### src/rtl/mqtt_packet_deframer_core_assert.svh
// Assertion macros shared by the deframer modules.
`ifndef MQTT_PACKET_DEFRAMER_CORE_ASSERT_SVH
`define MQTT_PACKET_DEFRAMER_CORE_ASSERT_SVH

// Same-cycle implication, checked outside reset.
`define MPD_ASSERT_NOW(lbl, ante, cons, msg) \
  lbl: assert property (@(posedge clk_i) disable iff (!rst_ni) (ante) |-> (cons)) \
    else $error(msg);

// Next-cycle implication, checked outside reset.
`define MPD_ASSERT_NEXT(lbl, ante, cons, msg) \
  lbl: assert property (@(posedge clk_i) disable iff (!rst_ni) (ante) |=> (cons)) \
    else $error(msg);

`endif

### src/rtl/mpd_pkg.sv
// Types and constants shared by the packet deframer modules.
`timescale 1ns / 1ps

package mpd_pkg;

  // Remaining-length field limits.
  localparam int unsigned MAX_LEN_BYTES = 4;
  localparam int unsigned LEN_CNT_W     = 2;
  localparam int unsigned LEN_W         = 28;

  // Queue between front and back.
  localparam int unsigned QDEPTH = 2;
  localparam int unsigned QAW    = (QDEPTH > 1) ? $clog2(QDEPTH) : 1;
  localparam int unsigned QCW    = $clog2(QDEPTH + 1);

  // Control packet types that get special handling.
  localparam logic [3:0] TYPE_CONNACK = 4'd2;
  localparam logic [3:0] TYPE_PUBLISH = 4'd3;

  // Front parser phase, one-hot.
  typedef enum logic [2:0] {
    PH_HEADER = 3'b001,
    PH_LENGTH = 3'b010,
    PH_BODY   = 3'b100
  } phase_e;

  // Class of a byte as decided by the front.
  typedef enum logic [2:0] {
    CLS_HEADER   = 3'd0,
    CLS_LEN_MORE = 3'd1,
    CLS_LEN_ERR  = 3'd2,
    CLS_LEN_END  = 3'd3,
    CLS_BODY     = 3'd4
  } cls_e;

  // Event reported with each result.
  typedef enum logic [2:0] {
    EV_NONE    = 3'd0,
    EV_TOPIC   = 3'd1,
    EV_PAYLOAD = 3'd2,
    EV_CONN_OK = 3'd3,
    EV_DONE    = 3'd4,
    EV_LEN_ERR = 3'd5
  } event_e;

  // One classified byte travelling through the queue.
  typedef struct packed {
    cls_e             cls;
    logic [7:0]       data;
    logic             last;
    logic [LEN_W-1:0] plen;
  } item_t;

endpackage

### src/rtl/mpd_front.sv
// Front end: accepts stream bytes and tracks header, length and body framing.
`timescale 1ns / 1ps

module mpd_front (
  input  logic           clk_i,
  input  logic           rst_ni,
  input  logic           in_valid_i,
  output logic           in_ready_o,
  input  logic [7:0]     in_data_i,
  input  logic           q_ready_i,
  output logic           q_push_o,
  output mpd_pkg::item_t q_item_o
);

  mpd_pkg::phase_e                     phase_q, phase_d;
  logic [mpd_pkg::LEN_W-1:0]           accum_q, accum_d;
  logic [mpd_pkg::LEN_CNT_W-1:0]       cnt_q, cnt_d;
  logic [mpd_pkg::LEN_W-1:0]           left_q, left_d;
  logic [mpd_pkg::LEN_W-1:0]           group;
  logic                                accept;
  logic                                final_byte;

  assign in_ready_o = q_ready_i;
  assign accept     = in_valid_i & q_ready_i;
  assign q_push_o   = accept;

  // Place the 7 value bits of a length byte by its position.
  always_comb begin
    case (cnt_q)
      2'd0:    group = {21'b0, in_data_i[6:0]};
      2'd1:    group = {14'b0, in_data_i[6:0], 7'b0};
      2'd2:    group = {7'b0, in_data_i[6:0], 14'b0};
      default: group = {in_data_i[6:0], 21'b0};
    endcase
  end

  assign final_byte = (left_q <= mpd_pkg::LEN_W'(1));

  // Classify the byte and work out the next framing state.
  always_comb begin
    phase_d       = phase_q;
    accum_d       = accum_q;
    cnt_d         = cnt_q;
    left_d        = left_q;
    q_item_o.cls  = mpd_pkg::CLS_HEADER;
    q_item_o.data = in_data_i;
    q_item_o.last = 1'b0;
    q_item_o.plen = '0;
    case (phase_q)
      mpd_pkg::PH_LENGTH: begin
        accum_d = accum_q | group;
        if (in_data_i[7]) begin
          if (({1'b0, cnt_q} + 3'd1) >= 3'(mpd_pkg::MAX_LEN_BYTES)) begin
            q_item_o.cls = mpd_pkg::CLS_LEN_ERR;
            phase_d      = mpd_pkg::PH_HEADER;
          end else begin
            q_item_o.cls = mpd_pkg::CLS_LEN_MORE;
            cnt_d        = cnt_q + 2'd1;
          end
        end else begin
          q_item_o.cls  = mpd_pkg::CLS_LEN_END;
          q_item_o.plen = accum_d;
          left_d        = accum_d;
          phase_d       = (accum_d == '0) ? mpd_pkg::PH_HEADER : mpd_pkg::PH_BODY;
        end
      end
      mpd_pkg::PH_BODY: begin
        q_item_o.cls  = mpd_pkg::CLS_BODY;
        q_item_o.last = final_byte;
        if (final_byte) begin
          left_d  = '0;
          phase_d = mpd_pkg::PH_HEADER;
        end else begin
          left_d = left_q - mpd_pkg::LEN_W'(1);
        end
      end
      default: begin
        accum_d = '0;
        cnt_d   = '0;
        left_d  = '0;
        phase_d = mpd_pkg::PH_LENGTH;
      end
    endcase
  end

  // Framing state advances on each accepted transfer.
  always_ff @(posedge clk_i or negedge rst_ni) begin
    if (!rst_ni) begin
      phase_q <= mpd_pkg::PH_HEADER;
      accum_q <= '0;
      cnt_q   <= '0;
      left_q  <= '0;
    end else if (accept) begin
      phase_q <= phase_d;
      accum_q <= accum_d;
      cnt_q   <= cnt_d;
      left_q  <= left_d;
    end
  end

endmodule

### src/rtl/mpd_queue.sv
// Short queue of classified bytes between the front and the back.
`timescale 1ns / 1ps

module mpd_queue (
  input  logic           clk_i,
  input  logic           rst_ni,
  input  logic           push_i,
  input  mpd_pkg::item_t push_item_i,
  output logic           ready_o,
  input  logic           pop_i,
  output logic           valid_o,
  output mpd_pkg::item_t pop_item_o
);

  `include "mqtt_packet_deframer_core_assert.svh"

  mpd_pkg::item_t                mem_q [mpd_pkg::QDEPTH];
  logic [mpd_pkg::QAW-1:0]       wr_q, wr_d;
  logic [mpd_pkg::QAW-1:0]       rd_q, rd_d;
  logic [mpd_pkg::QCW-1:0]       cnt_q, cnt_d;
  logic                          full;

  assign full       = (cnt_q == mpd_pkg::QCW'(mpd_pkg::QDEPTH));
  assign ready_o    = ~full;
  assign valid_o    = (cnt_q != '0);
  assign pop_item_o = mem_q[rd_q];

  // Pointer and fill count updates, wrapping at the depth.
  always_comb begin
    wr_d  = wr_q;
    rd_d  = rd_q;
    cnt_d = cnt_q;
    if (push_i) begin
      wr_d = (wr_q == mpd_pkg::QAW'(mpd_pkg::QDEPTH - 1)) ? '0 : wr_q + 1'b1;
    end
    if (pop_i) begin
      rd_d = (rd_q == mpd_pkg::QAW'(mpd_pkg::QDEPTH - 1)) ? '0 : rd_q + 1'b1;
    end
    if (push_i && !pop_i) begin
      cnt_d = cnt_q + 1'b1;
    end else if (pop_i && !push_i) begin
      cnt_d = cnt_q - 1'b1;
    end
  end

  always_ff @(posedge clk_i or negedge rst_ni) begin
    if (!rst_ni) begin
      wr_q  <= '0;
      rd_q  <= '0;
      cnt_q <= '0;
    end else begin
      wr_q  <= wr_d;
      rd_q  <= rd_d;
      cnt_q <= cnt_d;
    end
  end

  // Storage needs no reset.
  always_ff @(posedge clk_i) begin
    if (push_i) begin
      mem_q[wr_q] <= push_item_i;
    end
  end

  `MPD_ASSERT_NOW(a_no_push_full, full, !push_i, "push into full queue")
  `MPD_ASSERT_NOW(a_no_pop_empty, pop_i, cnt_q != '0, "pop from empty queue")

endmodule

### src/rtl/mpd_back.sv
// Back end: interprets packet bodies and holds the result register.
`timescale 1ns / 1ps

module mpd_back (
  input  logic           clk_i,
  input  logic           rst_ni,
  input  logic           q_valid_i,
  input  mpd_pkg::item_t q_item_i,
  output logic           q_pop_o,
  output logic           out_valid_o,
  input  logic           out_ready_i,
  output logic [2:0]     event_kind_o,
  output logic [7:0]     byte_value_o,
  output logic           message_last_o,
  output logic [3:0]     packet_kind_o,
  output logic [15:0]    topic_size_o
);

  `include "mqtt_packet_deframer_core_assert.svh"

  logic [3:0]                  type_q, type_d;
  logic [mpd_pkg::LEN_W-1:0]   plen_q, plen_d;
  logic [1:0]                  pos_q, pos_d;
  logic [15:0]                 tlen_q, tlen_d;
  logic [15:0]                 tleft_q, tleft_d;
  logic                        cgood_q, cgood_d;
  logic                        discard_q, discard_d;
  logic                        take;
  logic                        delivered;
  mpd_pkg::event_e             ev;
  logic [7:0]                  val;
  logic                        last;

  logic                        valid_q;
  mpd_pkg::event_e             ev_q;
  logic [7:0]                  val_q;
  logic                        last_q;
  logic [3:0]                  pkind_q;
  logic [15:0]                 tsize_q;

  logic                        msg_ev;
  logic                        pkind_pub;

  // A queued byte is taken whenever the result register is free or drains.
  assign take    = q_valid_i & (~valid_q | out_ready_i);
  assign q_pop_o = take;

  // Body interpretation for the byte at the head of the queue.
  always_comb begin
    type_d    = type_q;
    plen_d    = plen_q;
    pos_d     = pos_q;
    tlen_d    = tlen_q;
    tleft_d   = tleft_q;
    cgood_d   = cgood_q;
    discard_d = discard_q;
    delivered = 1'b0;
    ev        = mpd_pkg::EV_NONE;
    val       = 8'd0;
    last      = 1'b0;
    case (q_item_i.cls)
      mpd_pkg::CLS_HEADER: begin
        type_d    = q_item_i.data[7:4];
        plen_d    = '0;
        pos_d     = 2'd0;
        tlen_d    = 16'd0;
        tleft_d   = 16'd0;
        cgood_d   = 1'b0;
        discard_d = (q_item_i.data[7:4] != mpd_pkg::TYPE_PUBLISH);
      end
      mpd_pkg::CLS_LEN_MORE: begin
        ev = mpd_pkg::EV_NONE;
      end
      mpd_pkg::CLS_LEN_ERR: begin
        ev = mpd_pkg::EV_LEN_ERR;
      end
      mpd_pkg::CLS_LEN_END: begin
        plen_d = q_item_i.plen;
        if (q_item_i.plen == '0) begin
          ev = mpd_pkg::EV_DONE;
        end
      end
      mpd_pkg::CLS_BODY: begin
        if (type_q == mpd_pkg::TYPE_PUBLISH && !discard_q) begin
          if (pos_q == 2'd0) begin
            tlen_d = {q_item_i.data, 8'd0};
            pos_d  = 2'd1;
          end else if (pos_q == 2'd1) begin
            tlen_d = {tlen_q[15:8], q_item_i.data};
            pos_d  = 2'd2;
            // Topic must fit in the body after its two length bytes.
            if (plen_q < mpd_pkg::LEN_W'(4) ||
                mpd_pkg::LEN_W'(tlen_d) > (plen_q - mpd_pkg::LEN_W'(2))) begin
              discard_d = 1'b1;
            end else begin
              tleft_d = tlen_d;
            end
          end else begin
            delivered = 1'b1;
            val       = q_item_i.data;
            last      = q_item_i.last;
            if (tleft_q != 16'd0) begin
              ev      = mpd_pkg::EV_TOPIC;
              tleft_d = tleft_q - 16'd1;
            end else begin
              ev = mpd_pkg::EV_PAYLOAD;
            end
          end
        end else begin
          if (type_q == mpd_pkg::TYPE_CONNACK && pos_q == 2'd1 &&
              q_item_i.data == 8'd0) begin
            cgood_d = 1'b1;
          end
          if (pos_q != 2'd2) begin
            pos_d = pos_q + 2'd1;
          end
        end
        if (q_item_i.last && !delivered) begin
          ev = (type_q == mpd_pkg::TYPE_CONNACK && cgood_d) ?
               mpd_pkg::EV_CONN_OK : mpd_pkg::EV_DONE;
        end
      end
      default: begin
        ev = mpd_pkg::EV_NONE;
      end
    endcase
  end

  // Packet context registers.
  always_ff @(posedge clk_i or negedge rst_ni) begin
    if (!rst_ni) begin
      type_q    <= 4'd0;
      plen_q    <= '0;
      pos_q     <= 2'd0;
      tlen_q    <= 16'd0;
      tleft_q   <= 16'd0;
      cgood_q   <= 1'b0;
      discard_q <= 1'b0;
    end else if (take) begin
      type_q    <= type_d;
      plen_q    <= plen_d;
      pos_q     <= pos_d;
      tlen_q    <= tlen_d;
      tleft_q   <= tleft_d;
      cgood_q   <= cgood_d;
      discard_q <= discard_d;
    end
  end

  // Result register valid flag.
  always_ff @(posedge clk_i or negedge rst_ni) begin
    if (!rst_ni) begin
      valid_q <= 1'b0;
    end else if (take) begin
      valid_q <= 1'b1;
    end else if (out_ready_i) begin
      valid_q <= 1'b0;
    end
  end

  // Result register payload.
  always_ff @(posedge clk_i) begin
    if (take) begin
      ev_q    <= ev;
      val_q   <= val;
      last_q  <= last;
      pkind_q <= type_d;
      tsize_q <= (type_d == mpd_pkg::TYPE_PUBLISH && pos_d == 2'd2) ? tlen_d : 16'd0;
    end
  end

  assign out_valid_o    = valid_q;
  assign event_kind_o   = ev_q;
  assign byte_value_o   = val_q;
  assign message_last_o = last_q;
  assign packet_kind_o  = pkind_q;
  assign topic_size_o   = tsize_q;

  // Properties of the held result.
  assign msg_ev    = (ev_q == mpd_pkg::EV_TOPIC) || (ev_q == mpd_pkg::EV_PAYLOAD);
  assign pkind_pub = (pkind_q == mpd_pkg::TYPE_PUBLISH);

  `MPD_ASSERT_NOW(a_msg_is_publish, valid_q && msg_ev, pkind_pub, "message byte outside publish")
  `MPD_ASSERT_NOW(a_last_on_msg, valid_q && last_q, msg_ev, "last flag without message byte")
  `MPD_ASSERT_NEXT(a_hold_stalled, valid_q && !out_ready_i, valid_q, "result dropped in stall")

endmodule

### src/rtl/mqtt_packet_deframer_core.sv
// Top level of the MQTT receive deframer.
`timescale 1ns / 1ps

// Takes one stream byte per cycle while the queue has room and gives exactly one
// result transfer per byte. The front tracks the header, remaining-length and
// body framing; a two-entry queue carries each classified byte to the back,
// which decodes CONNACK and PUBLISH bodies into the result register. Sustained
// rate is one byte per cycle while the queue has room, set by the framing update
// in the front; a result reaches the master side through the queue and then the
// result register, and input keeps flowing while a result waits, until the queue
// fills. Result tuser bits [2:0] carry the event (0 none, 1 topic byte, 2 payload
// byte, 3 connection accepted, 4 packet done undelivered, 5 length error) and
// tlast marks the final byte of a delivered PUBLISH.
module mqtt_packet_deframer_core (
  input  logic        clk_i,
  input  logic        rst_ni,
  input  logic        s_axis_tvalid,
  output logic        s_axis_tready,
  input  logic [7:0]  s_axis_tdata,  // [7:0] data_byte
  output logic        m_axis_tvalid,
  input  logic        m_axis_tready,
  output logic [23:0] m_axis_tdata,  // [7:0] byte_value, [23:8] topic_size
  output logic [6:0]  m_axis_tuser,  // [2:0] event_kind, [6:3] packet_kind
  output logic        m_axis_tlast   // message_last
);

  mpd_pkg::item_t push_item;
  mpd_pkg::item_t pop_item;
  logic           push;
  logic           q_ready;
  logic           q_valid;
  logic           pop;
  logic [2:0]     event_kind;
  logic [7:0]     byte_value;
  logic [3:0]     packet_kind;
  logic [15:0]    topic_size;

  mpd_front u_front (
    .clk_i      (clk_i),
    .rst_ni     (rst_ni),
    .in_valid_i (s_axis_tvalid),
    .in_ready_o (s_axis_tready),
    .in_data_i  (s_axis_tdata),
    .q_ready_i  (q_ready),
    .q_push_o   (push),
    .q_item_o   (push_item)
  );

  mpd_queue u_queue (
    .clk_i       (clk_i),
    .rst_ni      (rst_ni),
    .push_i      (push),
    .push_item_i (push_item),
    .ready_o     (q_ready),
    .pop_i       (pop),
    .valid_o     (q_valid),
    .pop_item_o  (pop_item)
  );

  mpd_back u_back (
    .clk_i          (clk_i),
    .rst_ni         (rst_ni),
    .q_valid_i      (q_valid),
    .q_item_i       (pop_item),
    .q_pop_o        (pop),
    .out_valid_o    (m_axis_tvalid),
    .out_ready_i    (m_axis_tready),
    .event_kind_o   (event_kind),
    .byte_value_o   (byte_value),
    .message_last_o (m_axis_tlast),
    .packet_kind_o  (packet_kind),
    .topic_size_o   (topic_size)
  );

  // Pack result fields onto the master side.
  assign m_axis_tdata = {topic_size, byte_value};
  assign m_axis_tuser = {packet_kind, event_kind};

endmodule

### config.mk
export PLATFORM = sky130hd
export DESIGN_NAME = mqtt_packet_deframer_core
export DESIGN_NICKNAME = d
export VERILOG_FILES = /design/src/rtl/mpd_pkg.sv /design/src/rtl/mpd_front.sv /design/src/rtl/mpd_queue.sv /design/src/rtl/mpd_back.sv /design/src/rtl/mqtt_packet_deframer_core.sv
export VERILOG_INCLUDE_DIRS = /design/src /design/src/rtl
export SDC_FILE = /design/constraint.sdc
export NUM_CORES = 1
export LEC_CHECK = 0
export ABC_AREA = 0
export BUFFER_PORTS_ARGS = -buffer_cell sky130_fd_sc_hd__buf_4
export CAP_MARGIN = 20
export CORE_MARGIN = 5
export CORE_UTILIZATION = 52
export DETAILED_ROUTE_END_ITERATION = 6
export PLACE_DENSITY_LB_ADDON = 0.15
export SLEW_MARGIN = 20
export SYNTH_ARGS = -nofsm -noshare
export SYNTH_HDL_FRONTEND = slang
export SYNTH_HIERARCHICAL = 1
export SYNTH_SLANG_ARGS = --single-unit
### constraint.sdc
create_clock -name clk_i -period 11.75 [get_ports clk_i]
set_input_delay 1.175 -clock clk_i [delete_from_list [all_inputs] [get_ports clk_i]]
set_output_delay 1.175 -clock clk_i [all_outputs]
set_load 0.05 [all_outputs]
# Word level (Yosys, flattened, before mapping)
# Memories as Yosys holds them, arrays and structs flattened.
# Index checks and enable logic that the tools add are counted.
[totals]
reg_bits = 166
word_cells = 169
ram_bits = 80
out_inout_bits = 34
input_bits = 12
mem_count = 1
[memory_table]
columns = ["memory", "depth", "word_bits", "read_ports", "rd_clocked_by_memory_dff", "wr", "line", "text"]
rows = [
  ["u_queue.mem_q", 2, 40, 1, 0, 1, "mpd_queue.sv:17", "mpd_pkg::item_t mem_q [mpd_pkg::QDEPTH];"],
]
[op_classes]
n_eq_ne = 26
bitwise = 9
n_reduce_logical = 34
mux = 65
magnitude_cmp = 4
add_sub_neg = 10
[ops]
columns = ["operator", "n"]
rows = [
  ["one-hot mux 28 bit (2 select lines)", 3],
  ["two-way mux 16 bit", 7],
  ["two-way mux 28 bit", 4],
  ["one-hot mux 28 bit (3 select lines)", 1],
  ["one-hot mux 16 bit (2 select lines)", 2],
  ["logical NOT 28 bit", 2],
  ["two-way mux 3 bit", 10],
  ["greater-than comparator 16 x 28 -> 1 bit", 1],
  ["less-or-equal comparator 28 x 1 -> 1 bit, second input constant", 1],
  ["less-than comparator 28 x 3 -> 1 bit, second input constant", 1],
  ["OR 28 bit", 1],
  ["subtractor 28 x 1 -> 28 bit, second input constant", 1],
  ["subtractor 28 x 2 -> 28 bit, second input constant", 1],
  ["two-way mux 2 bit", 11],
  ["two-way mux 1 bit", 18],
  ["nonzero test 16 bit", 1],
  ["subtractor 16 x 1 -> 16 bit, second input constant", 1],
  ["equality test 4 x 2 -> 1 bit, second input constant", 3],
  ["one-hot mux 3 bit (2 select lines)", 2],
  ["AND reduction 6 bit", 2],
  ["!= test 2 bit, second input constant", 5],
  ["nonzero test 2 bit", 5],
  ["equality test 3 x 2 -> 1 bit, second input constant", 3],
  ["one-hot mux 3 bit (3 select lines)", 1],
  ["30 further kinds", 61],
]

# Longest topological paths before layout
[logic_depth]
ltp_word = 10
depth_mapped = 17
ltp_nobuf = 16

# Cells and area by module
# Netlist, hierarchy kept.
[by_module_without_submodules]
columns = ["module", "instances", "area_per_inst_um2", "cells_each", "seq_area_each_um2"]
rows = [
  ["mpd_back", 1, 5614.1, 560, 2687.6],
  ["mpd_front", 1, 3767.4, 459, 1527.7],
  ["mpd_queue", 1, 3279.4, 141, 2502.4],
]

# Worst setup path before layout
# Ideal clock, no wire load.
[synth_timing]
path_kind = "flip-flop to flip-flop"
start = "register u_back/plen_q[3] in the netlist's numbering"
end = "register u_back.tleft_q[2]"
path_stages_with_launch = 17
n_path_buf = 2
t_required_ns = 11.626
setup_time_ns = 0.124
arrival_ns = 3.619
slack_ns = 8.007
synth_period_minus_slack_ns = 3.743
path_cell_list = "dfrtp_1 > clkbuf_1 > nor3_1 > nand2_1 > or3_1 > nor3_1 > xnor2_1 > ha_1 > and3_1 > a221o_1 > a211o_1 > o21ai_0 > nor4_2 > nor4_4 > nor2_4 > buf_6 > a211o_1"
[synth_via]
elab_chain_len = 5
word_cells_on_any_way = 6
classes_between = "add/sub: 1; order compare: 2; eq/ne: 1; reduce/logical: 2"
[synth_rtl]
columns = ["element", "line", "text"]
rows = [
  ["start: declaration", "mpd_back.sv:22", "logic [mpd_pkg::LEN_W-1:0] plen_q, plen_d;"],
  ["start signal: assignment", "mpd_back.sv:141", "plen_q <= plen_d;"],
  ["subtractor 28 x 2 -> 28 bit", "mpd_back.sv:93", "mpd_pkg::LEN_W'(tlen_d) > (plen_q - mpd_pkg::LEN_W'(2))) begin"],
  ["greater-than comparator 16 x 28 -> 1 bit", "mpd_back.sv:93", ""],
  ["logical OR 1 bit *", "mpd_back.sv:92", "if (plen_q < mpd_pkg::LEN_W'(4) ||"],
  ["!= test 3 bit (no line) *", "-", ""],
  ["AND reduction 6 bit (no line) *", "-", ""],
  ["end signal: assignment", "mpd_back.sv:144", "tleft_q <= tleft_d;"],
  ["end: declaration", "mpd_back.sv:25", "logic [15:0] tleft_q, tleft_d;"],
]
# Every way passes the cells marked *; elsewhere a longest branch is shown, timed or not.
# A chain may end at the register's enable or synchronous reset.

==> results.md <==
* IO Count at 46
* Max-slew headroom at 21.8%
* Count of different cell masters after synthesis at 70
* Total design power at 4220 uW
* Total CTS buffers at 26
* First-pass DRT Iterations at 6
* Status: finished clean
* Clock skew at 26.0 ps
* Post-synth ARST share at 54.5%
* Fmax achieved at 231 MHz
* Final hold viol count at 0
* Critical path type: register to register
* Setup repair after global routing missed its margin: no
* P&R area growth vs syn at 10.9%
* Setup-failing EPs final at 0
* Cell taking the most area after synthesis: edfxtp_1
* Post-synthesis sequential area ratio at 53.1%
* Synth top area cells: edfxtp_1 27%, dfrtp_1 26%, mux2_4 4.6%
* Total power density per cell area at 300 mW/mm^2
* GRT Overall Usage at 21.9%
* Clk Latency, worst-skew pair at 540 ps
* Routed WL at 31.5 mm
* Top cell by count, worst path: nor2_1
* Hold crit path type: register to register
* Post-synth top area share at 26.6%
* CTS tree: yes
* Max VDD drop at 0.173 mV
* Required @ worst endpoint at 12,120 ps
* Pin count of the biggest net entering global routing at 75
* Post-Syn Area at 0.0127 mm^2
* Synthesized area per cell at 10.9 um^2
* Cells after Synth at 1,160
* Top_reg_cell synth: dfrtp_1
* Starting Density at 52.4%
* CTS resizes at 0
* Via count at 9,290
* RD Place Congestion at 0.919
* TritonCTS Sinks at 246
* H-Tree Depth at 1
* Post-route ant nets at 0
* Slowest cell delay on critical path at 840 ps
* HPWL after detailed placement at 21.6 mm
* CP endpoint kind: register
* Max Slew Vio Count at 0
* Crit-path max FO at 41
* Static leakage at 0.00573 uW
* Post-synth EDFFs at 112
* Residual DRC at 0
* Maxcap violations at 0
* Port bufs at 45
* Layout cells sized above 1 at 14.2%
* Die Wd at 166 um
* Syn Nets at 1,200
* Antenna diode count at 0
* Yosys synthesis warning count at 6
* Crit-path slowest cell: and2_1
* Chip Height at 166 um
* Gr ovfl total at 0
* Synth Register Bits at 246
* Initial antenna violation count at 0
* Arrival time worst endpoint at 4690 ps
* CP startpoint kind: register
* Total core area at 0.0242 mm^2
* Wire length per cell at 20.7 um
* # Post-CTS Setup Buffers at 0
* Final TNS setup at 0 ps
* Root Buffer: clkbuf_16
* Final Cycle Share at 36.8%
* CP Cell Sequence: buf_4 > mux2_4 > nor2_1 > and2_1 > nand2_1 > nor2_1 > a21o_1 > nand4_1 > nor2_1
* Iteration-0 DRC Markers at 831
* Minimum clock period at 4330 ps
* Vias/cell at 6.12
* Die footprint at 0.0276 mm^2
* Clock buffer depth at 3
* Worst hold slack at 487 ps
* Final Core Density at 58.1%
* Vias in the first global route at 8,754
* Clk slew on worst S/H paths at 60 ps
* First-pass GRT wire length at 49.5 mm
* FP Rows at 57
* Final nets at 1,214
* Slew @ Worst Pin at 1170 ps
* Hold buffers post-CTS at 0
final timing paths:
path | startpoint | endpoint | slack, ps | cells after the start
setup / recovery | u_queue/rd_q | u_back/topic_size_o[11] | 7420 | 9
min in group asynchronous | rst_ni | u_back/tleft_q[2] | 600 | 1
setup reg to reg | u_queue/rd_q | u_back/topic_size_o[11] | 7420 | 9
hold reg to reg | u_back/tlen_q[3] | u_back/tlen_q[3] | 490 | 2
max in group asynchronous | rst_ni | u_front/left_q[5] | 9730 | 2
hold / removal | u_back/tlen_q[3] | u_back/tlen_q[3] | 490 | 2
state kept, by name (all words and copies together), names as in the netlist:
signal                 count
u_back/out_valid_o         1
u_back/tlen_q             16
u_queue/rd_q               1
u_back/pos_q               2
u_back/message_last_o      1
u_queue/cnt_q              2
u_back/plen_q             28
u_back/packet_kind_o       4
u_front/left_q            28
u_front/accum_q           28
u_queue/mem_q             80
u_back/event_kind_o        3
u_front/cnt_q              2
u_back/byte_value_o        8
u_back/type_q              4
u_back/discard_q           1
u_queue/wr_q               1
u_back/topic_size_o       16
u_front/phase_q            3
u_back/tleft_q            16
u_back/cgood_q             1
layout by cell type (no fill, tap or decap), types with 12 or more instances in the layout:
cell type,count
or3_1,14
nor2b_1,15
a21oi_1,74
o21ai_0,47
xor2_1,12
a31oi_1,15
nand2_1,84
dfrtp_1,132
buf_4,58
ha_1,28
nor4_1,33
mux2_4,39
nand4_1,15
a22o_1,49
nor2_1,118
inv_1,24
nor3_1,35
nand2b_1,17
edfxtp_1,112
a21o_1,12
nand3_1,26
clkbuf_16,27
Yosys cell counts (25+ instances only):
master,instances
a21oi_1,75
a22o_1,49
clkbuf_1,51
dfrtp_1,133
edfxtp_1,112
ha_1,28
inv_1,25
mux2_4,39
nand2_1,84
nand3_1,26
nor2_1,118
nor3_1,35
nor4_1,33
o21ai_0,47
critical path: cells and delay by family, from the launching register on:
kind / cells / cell delay (ps)
AO/OA/AOI/OAI: 1 / 110
buffers and inverters: 1 / 570
flip-flops: 1 / 340
multiplexers: 1 / 370
AND/OR/NAND/NOR: 6 / 2750
layout make-up:
cell class	count	area (um^2)
Clock buffer	30	697
Clock inverter	18	218
Fill cell	2029	10100
Inverter	25	93.8
Multi-Input combinational cell	816	5470
Sequential cell	246	6720
Tap cell	324	405
Timing Repair Buffer	59	447
metrics by stage:
step / worst slack [ps] / area [um^2] / cells
floorplan: 8010 / 12700 / 1160
global placement: 7630 / 13100 / 1470
detailed placement: 7490 / 13100 / 1470
CTS: 7460 / 14000 / 1518
global route: 7080 / 14000 / 1518
finish: 7420 / 14000 / 1518
cell families (layout without fill, tap and decap cells):
kind of cell	Yosys count	after routing	synth area share, %
simple gates	418	418	16.8
compound gates	292	292	15.8
flops	246	246	53.1
buf+inv	98	132	3.94
mux	56	56	6.07
fa+ha+maj	28	28	2.77
xor+xnor	22	22	1.52
power by group:
part / internal (uW) / switching, uW
clock network: 533 / 337
logic: 710 / 1220
registers: 1210 / 208
total: 2450 / 1770
routing by layer:
metal	global-route usage [%]	part of all wire [%]	wire (um)	vias up
li1	-	-	-	4368
met1	29.5	42	13200	4489
met2	35.6	47	14800	349
met3	2.79	6.0	1890	84
met4	10.6	5.0	1570	0
met5	0	0	0	-
Power figures use the tool's default switching activity.
